--- src/design/utfx_pkg.sv ---
`default_nettype none

package utfx_pkg;

	// Register indexes of the configuration port.
	localparam logic [1:0] CFG_IN_FORMAT  = 2'd0;
	localparam logic [1:0] CFG_OUT_FORMAT = 2'd1;
	localparam logic [1:0] CFG_ERROR_MODE = 2'd2;

	// Input encodings.
	localparam logic [1:0] IN_UTF16BE = 2'd0;
	localparam logic [1:0] IN_UTF16LE = 2'd1;
	localparam logic [1:0] IN_UTF32BE = 2'd2;
	localparam logic [1:0] IN_UTF32LE = 2'd3;

	// Output encodings.
	localparam logic [2:0] OUT_UTF8    = 3'd0;
	localparam logic [2:0] OUT_UTF16BE = 3'd1;
	localparam logic [2:0] OUT_UTF16LE = 3'd2;
	localparam logic [2:0] OUT_UTF32BE = 3'd3;
	localparam logic [2:0] OUT_UTF32LE = 3'd4;

	// Error handling modes.
	localparam logic [1:0] ERR_IGNORE  = 2'd0;
	localparam logic [1:0] ERR_REPLACE = 2'd1;
	localparam logic [1:0] ERR_ABORT   = 2'd2;

	// Kinds of request passed from the front end to the back end.
	localparam logic [1:0] CMD_POINT   = 2'd0;
	localparam logic [1:0] CMD_REPLACE = 2'd1;
	localparam logic [1:0] CMD_FLAG    = 2'd2;

	localparam logic [15:0] SURR_LEAD_LO  = 16'hD800;
	localparam logic [15:0] SURR_LEAD_HI  = 16'hDBFF;
	localparam logic [15:0] SURR_TRAIL_LO = 16'hDC00;
	localparam logic [15:0] SURR_TRAIL_HI = 16'hDFFF;
	localparam logic [31:0] CP_REPL       = 32'h0000FFFD;
	localparam logic [31:0] CP_MAX        = 32'h0010FFFF;
	localparam logic [20:0] CP_SUPP       = 21'h010000;

	localparam int unsigned QUEUE_DEPTH_DEF = 4;

	typedef struct packed {
		logic [1:0]  kind;
		logic [31:0] cp;
	} cmd_t;

	typedef struct packed {
		logic [3:0][7:0] bytes;
		logic [1:0]      last;
	} enc_t;

	// Turns one code point into its run of output bytes; bytes[0] goes out first.
	function automatic enc_t encode_point(input logic [31:0] cp, input logic [2:0] fmt);
		enc_t        e;
		logic [2:0]  f;
		logic [20:0] c;
		logic [19:0] v;
		logic [15:0] u0;
		logic [15:0] u1;
		e.bytes = '0;
		e.last  = 2'd0;
		f = (fmt > OUT_UTF32LE) ? OUT_UTF8 : fmt;
		c = (cp > CP_MAX) ? CP_REPL[20:0] : cp[20:0];
		v = 20'(c - CP_SUPP);
		u0 = {6'b110110, v[19:10]};
		u1 = {6'b110111, v[9:0]};
		case (f)
			OUT_UTF32BE: begin
				e.bytes[0] = cp[31:24];
				e.bytes[1] = cp[23:16];
				e.bytes[2] = cp[15:8];
				e.bytes[3] = cp[7:0];
				e.last = 2'd3;
			end
			OUT_UTF32LE: begin
				e.bytes[0] = cp[7:0];
				e.bytes[1] = cp[15:8];
				e.bytes[2] = cp[23:16];
				e.bytes[3] = cp[31:24];
				e.last = 2'd3;
			end
			OUT_UTF16BE, OUT_UTF16LE: begin
				if (c < CP_SUPP) begin
					u0 = c[15:0];
					e.last = 2'd1;
				end else begin
					e.last = 2'd3;
				end
				if (f == OUT_UTF16LE) begin
					e.bytes[0] = u0[7:0];
					e.bytes[1] = u0[15:8];
					e.bytes[2] = u1[7:0];
					e.bytes[3] = u1[15:8];
				end else begin
					e.bytes[0] = u0[15:8];
					e.bytes[1] = u0[7:0];
					e.bytes[2] = u1[15:8];
					e.bytes[3] = u1[7:0];
				end
			end
			default: begin
				if (c < 21'h80) begin
					e.bytes[0] = c[7:0];
					e.last = 2'd0;
				end else if (c < 21'h800) begin
					e.bytes[0] = {3'b110, c[10:6]};
					e.bytes[1] = {2'b10, c[5:0]};
					e.last = 2'd1;
				end else if (c < CP_SUPP) begin
					e.bytes[0] = {4'b1110, c[15:12]};
					e.bytes[1] = {2'b10, c[11:6]};
					e.bytes[2] = {2'b10, c[5:0]};
					e.last = 2'd2;
				end else begin
					e.bytes[0] = {5'b11110, c[20:18]};
					e.bytes[1] = {2'b10, c[17:12]};
					e.bytes[2] = {2'b10, c[11:6]};
					e.bytes[3] = {2'b10, c[5:0]};
					e.last = 2'd3;
				end
			end
		endcase
		return e;
	endfunction

endpackage

`default_nettype wire

--- src/design/utf16_utf32_transcoder.sv ---
// UTF-16 / UTF-32 byte stream transcoder.
// Input channel: one request per byte (in_valid, in_stall, in_byte) in the encoding
// chosen by in_format. Output channel: one request per output byte (out_valid,
// out_stall, out_byte, byte_valid, error_flag, run_last); run_last marks the final
// byte of the run produced for one code point or one malformed unit.
// Configuration: cfg_we writes cfg_wdata into the register chosen by cfg_index
// (0 in_format, 1 out_format, 2 error_mode); write only while the block is idle.
// Throughput: one input byte per cycle is taken while the request queue has room,
// and one output byte per cycle is delivered while out_stall is low; a code point
// of two or four input bytes yields one to four output bytes, so the output side
// sets the sustained rate. A completed code point is written into the queue, then
// loaded into the back end run register; each byte leaves through the output register.
// Reset clears the byte position, the halt flag, the queue and the output valid flag,
// and loads in_format 0, out_format 0, error_mode 1 (replace).
// When the receiver stalls, the output byte holds, the run waits, then the queue
// fills and in_stall rises; nothing is dropped. In abort mode a lone trailing
// surrogate gives one flag-only request, after which input bytes are accepted
// and discarded until reset.
`default_nettype none

module utf16_utf32_transcoder import utfx_pkg::*; #(
	parameter int unsigned QUEUE_DEPTH = QUEUE_DEPTH_DEF
) (
	input  wire logic       clk,
	input  wire logic       arst_n,
	input  wire logic       in_valid,
	output logic            in_stall,
	input  wire logic [7:0] in_byte,
	input  wire logic       cfg_we,
	input  wire logic [1:0] cfg_index,
	input  wire logic [2:0] cfg_wdata,
	output logic            out_valid,
	input  wire logic       out_stall,
	output logic [7:0]      out_byte,
	output logic            byte_valid,
	output logic            error_flag,
	output logic            run_last
);

	// Configuration registers.
	logic [1:0] in_format_q;
	logic [2:0] out_format_q;
	logic [1:0] error_mode_q;

	// Front end to queue, queue to back end.
	logic push;
	cmd_t push_cmd;
	cmd_t q_head;
	logic q_empty;
	logic q_full;
	logic pop;

	always_ff @(posedge clk or negedge arst_n) begin
		if (!arst_n) begin
			in_format_q  <= IN_UTF16BE;
			out_format_q <= OUT_UTF8;
			error_mode_q <= ERR_REPLACE;
		end else if (cfg_we) begin
			case (cfg_index)
				CFG_IN_FORMAT:  in_format_q  <= cfg_wdata[1:0];
				CFG_OUT_FORMAT: out_format_q <= cfg_wdata;
				CFG_ERROR_MODE: error_mode_q <= cfg_wdata[1:0];
				default: ;
			endcase
		end
	end

	// The front end classifies every completed unit and pushes one request.
	utfx_front u_front (
		.clk        (clk),
		.arst_n     (arst_n),
		.in_valid   (in_valid),
		.in_stall   (in_stall),
		.in_byte    (in_byte),
		.in_format  (in_format_q),
		.error_mode (error_mode_q),
		.q_full     (q_full),
		.push       (push),
		.cmd        (push_cmd)
	);

	// The queue lets the front end keep taking bytes while a long run drains.
	utfx_queue #(
		.QUEUE_DEPTH (QUEUE_DEPTH)
	) u_queue (
		.clk      (clk),
		.arst_n   (arst_n),
		.push     (push),
		.push_cmd (push_cmd),
		.pop      (pop),
		.head     (q_head),
		.empty    (q_empty),
		.full     (q_full)
	);

	// The back end encodes the head request and streams its bytes.
	utfx_back u_back (
		.clk        (clk),
		.arst_n     (arst_n),
		.out_format (out_format_q),
		.q_empty    (q_empty),
		.q_head     (q_head),
		.pop        (pop),
		.out_valid  (out_valid),
		.out_stall  (out_stall),
		.out_byte   (out_byte),
		.byte_valid (byte_valid),
		.error_flag (error_flag),
		.run_last   (run_last)
	);

endmodule

`default_nettype wire

--- src/design/utfx_front.sv ---
`default_nettype none

// Gathers input bytes into code units and code points and classifies them.
module utfx_front import utfx_pkg::*; (
	input  wire logic       clk,
	input  wire logic       arst_n,
	input  wire logic       in_valid,
	output logic            in_stall,
	input  wire logic [7:0] in_byte,
	input  wire logic [1:0] in_format,
	input  wire logic [1:0] error_mode,
	input  wire logic       q_full,
	output logic            push,
	output cmd_t            cmd
);

	logic [2:0][7:0] unit_q;
	logic [1:0]      pos_q;
	logic            halted_q;

	logic            accept;
	logic [1:0]      pos_next;
	logic            halt_set;
	logic [31:0]     cp32;
	logic [15:0]     cu;
	logic [15:0]     lead;
	logic [15:0]     trail;
	logic [21:0]     lead_off;
	logic [31:0]     pair_cp;
	logic            le16;

	assign in_stall = q_full;
	assign accept   = in_valid && !q_full && !halted_q;
	assign le16     = (in_format == IN_UTF16LE);

	always_comb begin
		cp32 = (in_format == IN_UTF32LE) ? {in_byte, unit_q[2], unit_q[1], unit_q[0]}
			: {unit_q[0], unit_q[1], unit_q[2], in_byte};
		cu    = le16 ? {in_byte, unit_q[0]} : {unit_q[0], in_byte};
		lead  = le16 ? {unit_q[1], unit_q[0]} : {unit_q[0], unit_q[1]};
		trail = le16 ? {in_byte, unit_q[2]} : {unit_q[2], in_byte};
		// The pair formula works modulo 2**32, so only the low 22 bits of the
		// lead offset survive the shift by ten.
		lead_off = {6'd0, lead} - {6'd0, SURR_LEAD_LO};
		pair_cp  = {lead_off, 10'd0} + {16'd0, trail} + 32'h00002400;
	end

	always_comb begin
		push     = 1'b0;
		cmd.kind = CMD_POINT;
		cmd.cp   = cp32;
		halt_set = 1'b0;
		pos_next = (pos_q == 2'd3) ? 2'd3 : pos_q + 2'd1;
		if (in_format[1]) begin
			if (pos_q == 2'd3) begin
				push     = 1'b1;
				pos_next = 2'd0;
			end
		end else begin
			case (pos_q)
				2'd1: begin
					cmd.cp = {16'd0, cu};
					if (!(cu inside {[SURR_LEAD_LO:SURR_LEAD_HI]})) begin
						pos_next = 2'd0;
						push     = 1'b1;
						if (cu inside {[SURR_TRAIL_LO:SURR_TRAIL_HI]}) begin
							case (error_mode)
								ERR_REPLACE: cmd.kind = CMD_REPLACE;
								ERR_ABORT: begin
									cmd.kind = CMD_FLAG;
									halt_set = 1'b1;
								end
								default: cmd.kind = CMD_FLAG;
							endcase
						end
					end
				end
				2'd3: begin
					cmd.cp   = pair_cp;
					push     = 1'b1;
					pos_next = 2'd0;
				end
				default: ;
			endcase
		end
		push = push && accept;
	end

	always_ff @(posedge clk or negedge arst_n) begin
		if (!arst_n) begin
			pos_q    <= 2'd0;
			halted_q <= 1'b0;
		end else if (accept) begin
			pos_q <= pos_next;
			if (halt_set)
				halted_q <= 1'b1;
		end
	end

	always_ff @(posedge clk) begin
		if (accept && pos_q != 2'd3)
			unit_q[pos_q] <= in_byte;
	end

endmodule

`default_nettype wire

--- src/design/utfx_queue.sv ---
`default_nettype none

// Short first-in first-out queue of requests between front and back end.
module utfx_queue import utfx_pkg::*; #(
	parameter int unsigned QUEUE_DEPTH = QUEUE_DEPTH_DEF
) (
	input  wire logic clk,
	input  wire logic arst_n,
	input  wire logic push,
	input  wire cmd_t push_cmd,
	input  wire logic pop,
	output cmd_t      head,
	output logic      empty,
	output logic      full
);

	localparam int unsigned PW = (QUEUE_DEPTH > 1) ? $clog2(QUEUE_DEPTH) : 1;
	localparam int unsigned CW = $clog2(QUEUE_DEPTH + 1);
	localparam logic [PW-1:0] PTR_LAST = PW'(QUEUE_DEPTH - 1);
	localparam logic [CW-1:0] CNT_FULL = CW'(QUEUE_DEPTH);

	cmd_t          entry_q [QUEUE_DEPTH];
	logic [PW-1:0] wr_ptr_q;
	logic [PW-1:0] rd_ptr_q;
	logic [CW-1:0] count_q;

	assign empty = (count_q == '0);
	assign full  = (count_q == CNT_FULL);
	assign head  = entry_q[rd_ptr_q];

	always_ff @(posedge clk or negedge arst_n) begin
		if (!arst_n) begin
			wr_ptr_q <= '0;
			rd_ptr_q <= '0;
			count_q  <= '0;
		end else begin
			if (push)
				wr_ptr_q <= (wr_ptr_q == PTR_LAST) ? '0 : wr_ptr_q + PW'(1);
			if (pop)
				rd_ptr_q <= (rd_ptr_q == PTR_LAST) ? '0 : rd_ptr_q + PW'(1);
			if (push && !pop)
				count_q <= count_q + CW'(1);
			else if (pop && !push)
				count_q <= count_q - CW'(1);
		end
	end

	always_ff @(posedge clk) begin
		if (push)
			entry_q[wr_ptr_q] <= push_cmd;
	end

endmodule

`default_nettype wire

--- src/design/utfx_back.sv ---
`default_nettype none

// Encodes queued requests into byte runs and hands them out one byte a cycle while out_stall is low.
module utfx_back import utfx_pkg::*; (
	input  wire logic       clk,
	input  wire logic       arst_n,
	input  wire logic [2:0] out_format,
	input  wire logic       q_empty,
	input  wire cmd_t       q_head,
	output logic            pop,
	output logic            out_valid,
	input  wire logic       out_stall,
	output logic [7:0]      out_byte,
	output logic            byte_valid,
	output logic            error_flag,
	output logic            run_last
);

	logic            run_valid_q;
	logic [3:0][7:0] run_bytes_q;
	logic [1:0]      run_end_q;
	logic [1:0]      run_idx_q;
	logic            run_err_q;
	logic            run_dv_q;

	logic            out_valid_q;
	logic [7:0]      out_byte_q;
	logic            byte_valid_q;
	logic            error_flag_q;
	logic            run_last_q;

	logic            out_free;
	logic            advance;
	logic            run_done;
	enc_t            enc;

	assign out_free = !out_valid_q || !out_stall;
	assign advance  = run_valid_q && out_free;
	assign run_done = advance && (run_idx_q == run_end_q);
	assign pop      = !q_empty && (!run_valid_q || run_done);

	always_comb begin
		enc = encode_point((q_head.kind == CMD_REPLACE) ? CP_REPL : q_head.cp, out_format);
		if (q_head.kind == CMD_FLAG) begin
			enc.bytes = '0;
			enc.last  = 2'd0;
		end
	end

	always_ff @(posedge clk or negedge arst_n) begin
		if (!arst_n) begin
			run_valid_q <= 1'b0;
			run_idx_q   <= 2'd0;
			out_valid_q <= 1'b0;
		end else begin
			if (pop) begin
				run_valid_q <= 1'b1;
				run_idx_q   <= 2'd0;
			end else if (run_done) begin
				run_valid_q <= 1'b0;
			end else if (advance) begin
				run_idx_q <= run_idx_q + 2'd1;
			end
			if (advance)
				out_valid_q <= 1'b1;
			else if (out_free)
				out_valid_q <= 1'b0;
		end
	end

	always_ff @(posedge clk) begin
		if (pop) begin
			run_bytes_q <= enc.bytes;
			run_end_q   <= enc.last;
			run_err_q   <= (q_head.kind != CMD_POINT);
			run_dv_q    <= (q_head.kind != CMD_FLAG);
		end
		if (advance) begin
			out_byte_q   <= run_bytes_q[run_idx_q];
			byte_valid_q <= run_dv_q;
			error_flag_q <= run_err_q;
			run_last_q   <= (run_idx_q == run_end_q);
		end
	end

	assign out_valid  = out_valid_q;
	assign out_byte   = out_byte_q;
	assign byte_valid = byte_valid_q;
	assign error_flag = error_flag_q;
	assign run_last   = run_last_q;

endmodule

`default_nettype wire

--- config.mk ---
export PLATFORM = sky130hd
export DESIGN_NAME = utf16_utf32_transcoder
export DESIGN_NICKNAME = d
export VERILOG_FILES = /design/src/design/utfx_pkg.sv /design/src/design/utf16_utf32_transcoder.sv /design/src/design/utfx_front.sv /design/src/design/utfx_queue.sv /design/src/design/utfx_back.sv
export SDC_FILE = /design/constraint.sdc
export NUM_CORES = 1
export LEC_CHECK = 0
export BUFFER_PORTS_ARGS = -buffer_cell sky130_fd_sc_hd__buf_2
export CORE_MARGIN = 2
export CORE_UTILIZATION = 63
export DETAILED_ROUTE_END_ITERATION = 8
export GPL_ROUTABILITY_DRIVEN = 0
export MAX_ROUTING_LAYER = met4
export PLACE_DENSITY_LB_ADDON = 0.12
export SLEW_MARGIN = 30
export SYNTH_ARGS = -nofsm -noshare
export SYNTH_HDL_FRONTEND = slang
export SYNTH_SLANG_ARGS = --single-unit
--- constraint.sdc ---
create_clock -name clk -period 4.53 [get_ports clk]
set_input_delay 0.453 -clock clk [delete_from_list [all_inputs] [get_ports clk]]
set_output_delay 0.453 -clock clk [all_outputs]
set_load 0.05 [all_outputs]
==> metrics.txt <==
crit path capture type=flip-flop; post-synthesis cell count=approximately 1,000; TritonCTS Buffers=24; DRC violations left=20; Fin Hold WS=approximately 0.16 ns; max incr delay on CP=roughly 0.69 ns; clk_lat worst skew=between 0.5 and 0.6 ns; CTS tree=built; post-detail-place hpwl=about 22 mm; first-pass GRT wire length=about 49 mm; internal power=between 4 and 5 mW; Reg clk slew, reported paths=approximately 0.06 ns; Reg2Reg Capture Point=u_queue.entry_q[2][27]; multi-input logic area=between 0.005 and 0.006 sq mm; # fillers=about 1,400; largest cells by area after synthesis=edfxtp_1, mux4_2, dfrtp_1, mux2i_1, o21ai_0; crit-path cells=nor2b_1, buf_4, nand2_1, nand2_1, ha_1, inv_1, fa_1, nor2b_1, o21ai_0, a21oi_1, o21a_1, nor2_1, o41ai_1, o21ai_0; final setup vio count=0; GRT busiest layer=met2; vias per std cell=~6.8; Pleak=between 4 and 5 nW; layout cell share with drive strength beyond 1=approximately 16%; syn nets=between 1,000 and 1,500; met1 usage=roughly 43%; cell area after synthesis=~0.012 sq mm; Yosys reg bits=around 230; vias post-DR=9,157; nets=1,111; area of the core=0.0193 sq mm; # port buffers=30; largest net degree at the start of global routing=41; Synth top area share=50.5%; Sw Ratio=between 30% and 40%; Worst slew margin=between 40% and 50%; TritonRoute pass-1 iters=9; Slew Viols, Final=0; skew final=around 0.020 ns; Period minus WS final=4.01 ns; failing checks=design-rule violations; YS warnings=0; Die Y-Extent=~140 um; grt met2 use=between 40% and 50%; clock root buffer=clkbuf_16; post-DR wirelength/cell=about 23 um; CP max-delay cell=o41ai_1; met3 global-route usage=around 6.7%; initial antenna violation count=1; mean cell area of the mapped netlist=between 10 and 15 sq um; H-tree levels=1; kind of critical path=flip-flop to flip-flop; register area=between 0.006 and 0.007 sq mm; fmax=~250 MHz; postcts setup bufs=0; clk buf depth=3; Flop pwr share=40.0%; flop2flop setup slack=approximately 0.52 ns; status=finished with violations; RSZ-0062 raised after global routing=no; Switching Power=~2.5 mW; dominant synthesized flop cell=edfxtp_1; post-route setup TNS=0 ns; CP Launch Type=flip-flop; Worst Setup EP=u_queue.entry_q[2][27]; Area Overhead vs Synth=10.1%; Die ar.=between 0.02 and 0.025 sq mm; vias in the first global route=8,711; GRT overflow=0; Reg-to-Reg Start=in_format_q[0]; Starting Density=63.6%; worst hold path class=input pin to flip-flop; number of synthesized flops with an enable pin=just over 200; MaxCap Viol Count=0; Gate power share=a little over a third; final hold vios=0; CP arrival=4.18 ns; global-route usage over all layers=approximately a third; crit-path max FO=10; power density cells=between 500 and 600 mW/mm^2; clock power share=approximately a quarter; fin crit share=88.6%; Seq/Total Area, Yosys=a little over half; DRT antenna net count=0; die width=144 um; ys async rst share=9.21%; largest area contributor in the netlist=edfxtp_1; R2R depth=14; worst vdd ir=approximately 0.36 mV; Unique masters post-synth=72; site row count=51; Worst-Margin Slew=a little under 0.9 ns; Ports=31; final wirelength=31.5 mm; initial DRC count=1,556; CTS sink cnt=~230; Worst Setup SP=in_format_q[0]; Worst EP required=4.69 ns
==> stage by stage <==
step                util (%)  std cells  power (mW)  instance area, sq um  setup slack, ns
floorplan                  -       1030        4.57                 12300            0.361
global placement        66.4       1304        5.23                 12800            0.378
detailed placement      66.4       1304        5.26                 12800            0.485
CTS                     70.1       1346        7.01                 13500            0.460
global route            70.1       1347        7.32                 13600           0.0868
finish                  70.1       1347        7.03                 13600            0.517
==> cell usage after synthesis, drive strengths merged (9+ instances only) <==
cell type and instances:
xnor2 17, mux4 42, o22ai 33, mux2i 44, buf 20, inv 37
a31oi 11, edfxtp 207, mux2 18, nand2 105, and2 15, a21oi 54
nor2b 9, dfrtp 20, nor2 69, ha 25, nand3 17, nor3 18
o21ai 99, clkbuf 41, nand2b 13
==> layout by cell type (no fill, tap or decap), types with 19 or more instances in the layout <==
cell type	Yosys	routed
o21ai_0	83	83
buf_4	1	38
mux2i_1	44	44
o22ai_1	33	33
inv_1	37	37
nand2_1	104	104
clkbuf_16	0	24
edfxtp_1	207	207
mux4_2	42	42
a21oi_1	54	54
nor2_1	68	68
dfrtp_1	20	19
buf_2	8	30
ha_1	25	25
==> area by class of cell <==
class                   instances  area share (%)
clock buffers                  28            4.54
repair buffers                 71            3.58
clock inverters                13           0.591
diodes                          1          0.0185
multi-input cells             703            38.0
inverters                      38            1.05
well taps                     265            2.45
flip-flops and latches        228            49.8
==> routing by layer <==
metal  part of all wire [%]  vias up
met1                     39     4291
met3                     10      191
met4                    6.0        0
met5                      0        -
met2                     45      640
li1                       -     4035
==> how the worst min path moves through the flow <==
stage	cells past startpoint	to	start
6_report	3	u_back.out_valid	out_stall
5_1_grt	1	u_front.unit_q[9]	in_byte[1]
4_1_cts	3	u_back.out_valid	out_stall
3_5_place_dp	0	u_back.byte_valid	u_back.run_dv_q
3_3_place_gp	0	u_back.byte_valid	u_back.run_dv_q
2_1_floorplan	0	asynchronous set/reset pin	arst_n
==> power by group through the flow <==
stage / clock, mW / sequential (mW) / combinational, mW
3_5_place_dp: 0 / 2.86 / 2.41
2_1_floorplan: 0 / 2.87 / 1.70
3_3_place_gp: 0 / 2.84 / 2.39
6_report: 1.75 / 2.81 / 2.47
4_1_cts: 1.77 / 2.81 / 2.42
5_1_grt: 1.85 / 2.84 / 2.64
==> registers in the layout, summed over array words and instances (netlist names), 3 cells and up, named ones only <==
name                flops
u_queue.count_q         3
u_back.run_bytes_q     32
out_format_q            3
u_front.unit_q         24
u_queue.entry_q       136
u_back.out_byte         8
==> kinds of logic (layout without fill, tap and decap cells) <==
kind of cell    count (synthesis)  after routing  synth area share (%)
other cells                     0              1                     0
flops                         228            228                  54.8
buf+inv                        99            150                  3.41
mux                           104            104                  12.9
compound gates                264            264                  13.0
simple gates                  285            285                  11.3
fa+ha+maj                      27             27                  2.87
xor+xnor                       23             23                  1.64
==> what timing repair did <==
action / CTS / global route
resized for setup: 0 / 1
endpoints found under the hold margin: 20 / 0
hold buffers: 1 / 0
endpoints found under the setup margin: 0 / 1
==> critical path, delay by kind of cell, from the launching register on <==
family,cells,cell delay [ns]
AOI/OAI and AO/OA,5,1.60
and+or+nand+nor,5,0.73
adders and majority gates,2,0.60
DFF,1,0.39
buffers and inverters,2,0.32
(Power assumes the default switching activity.)
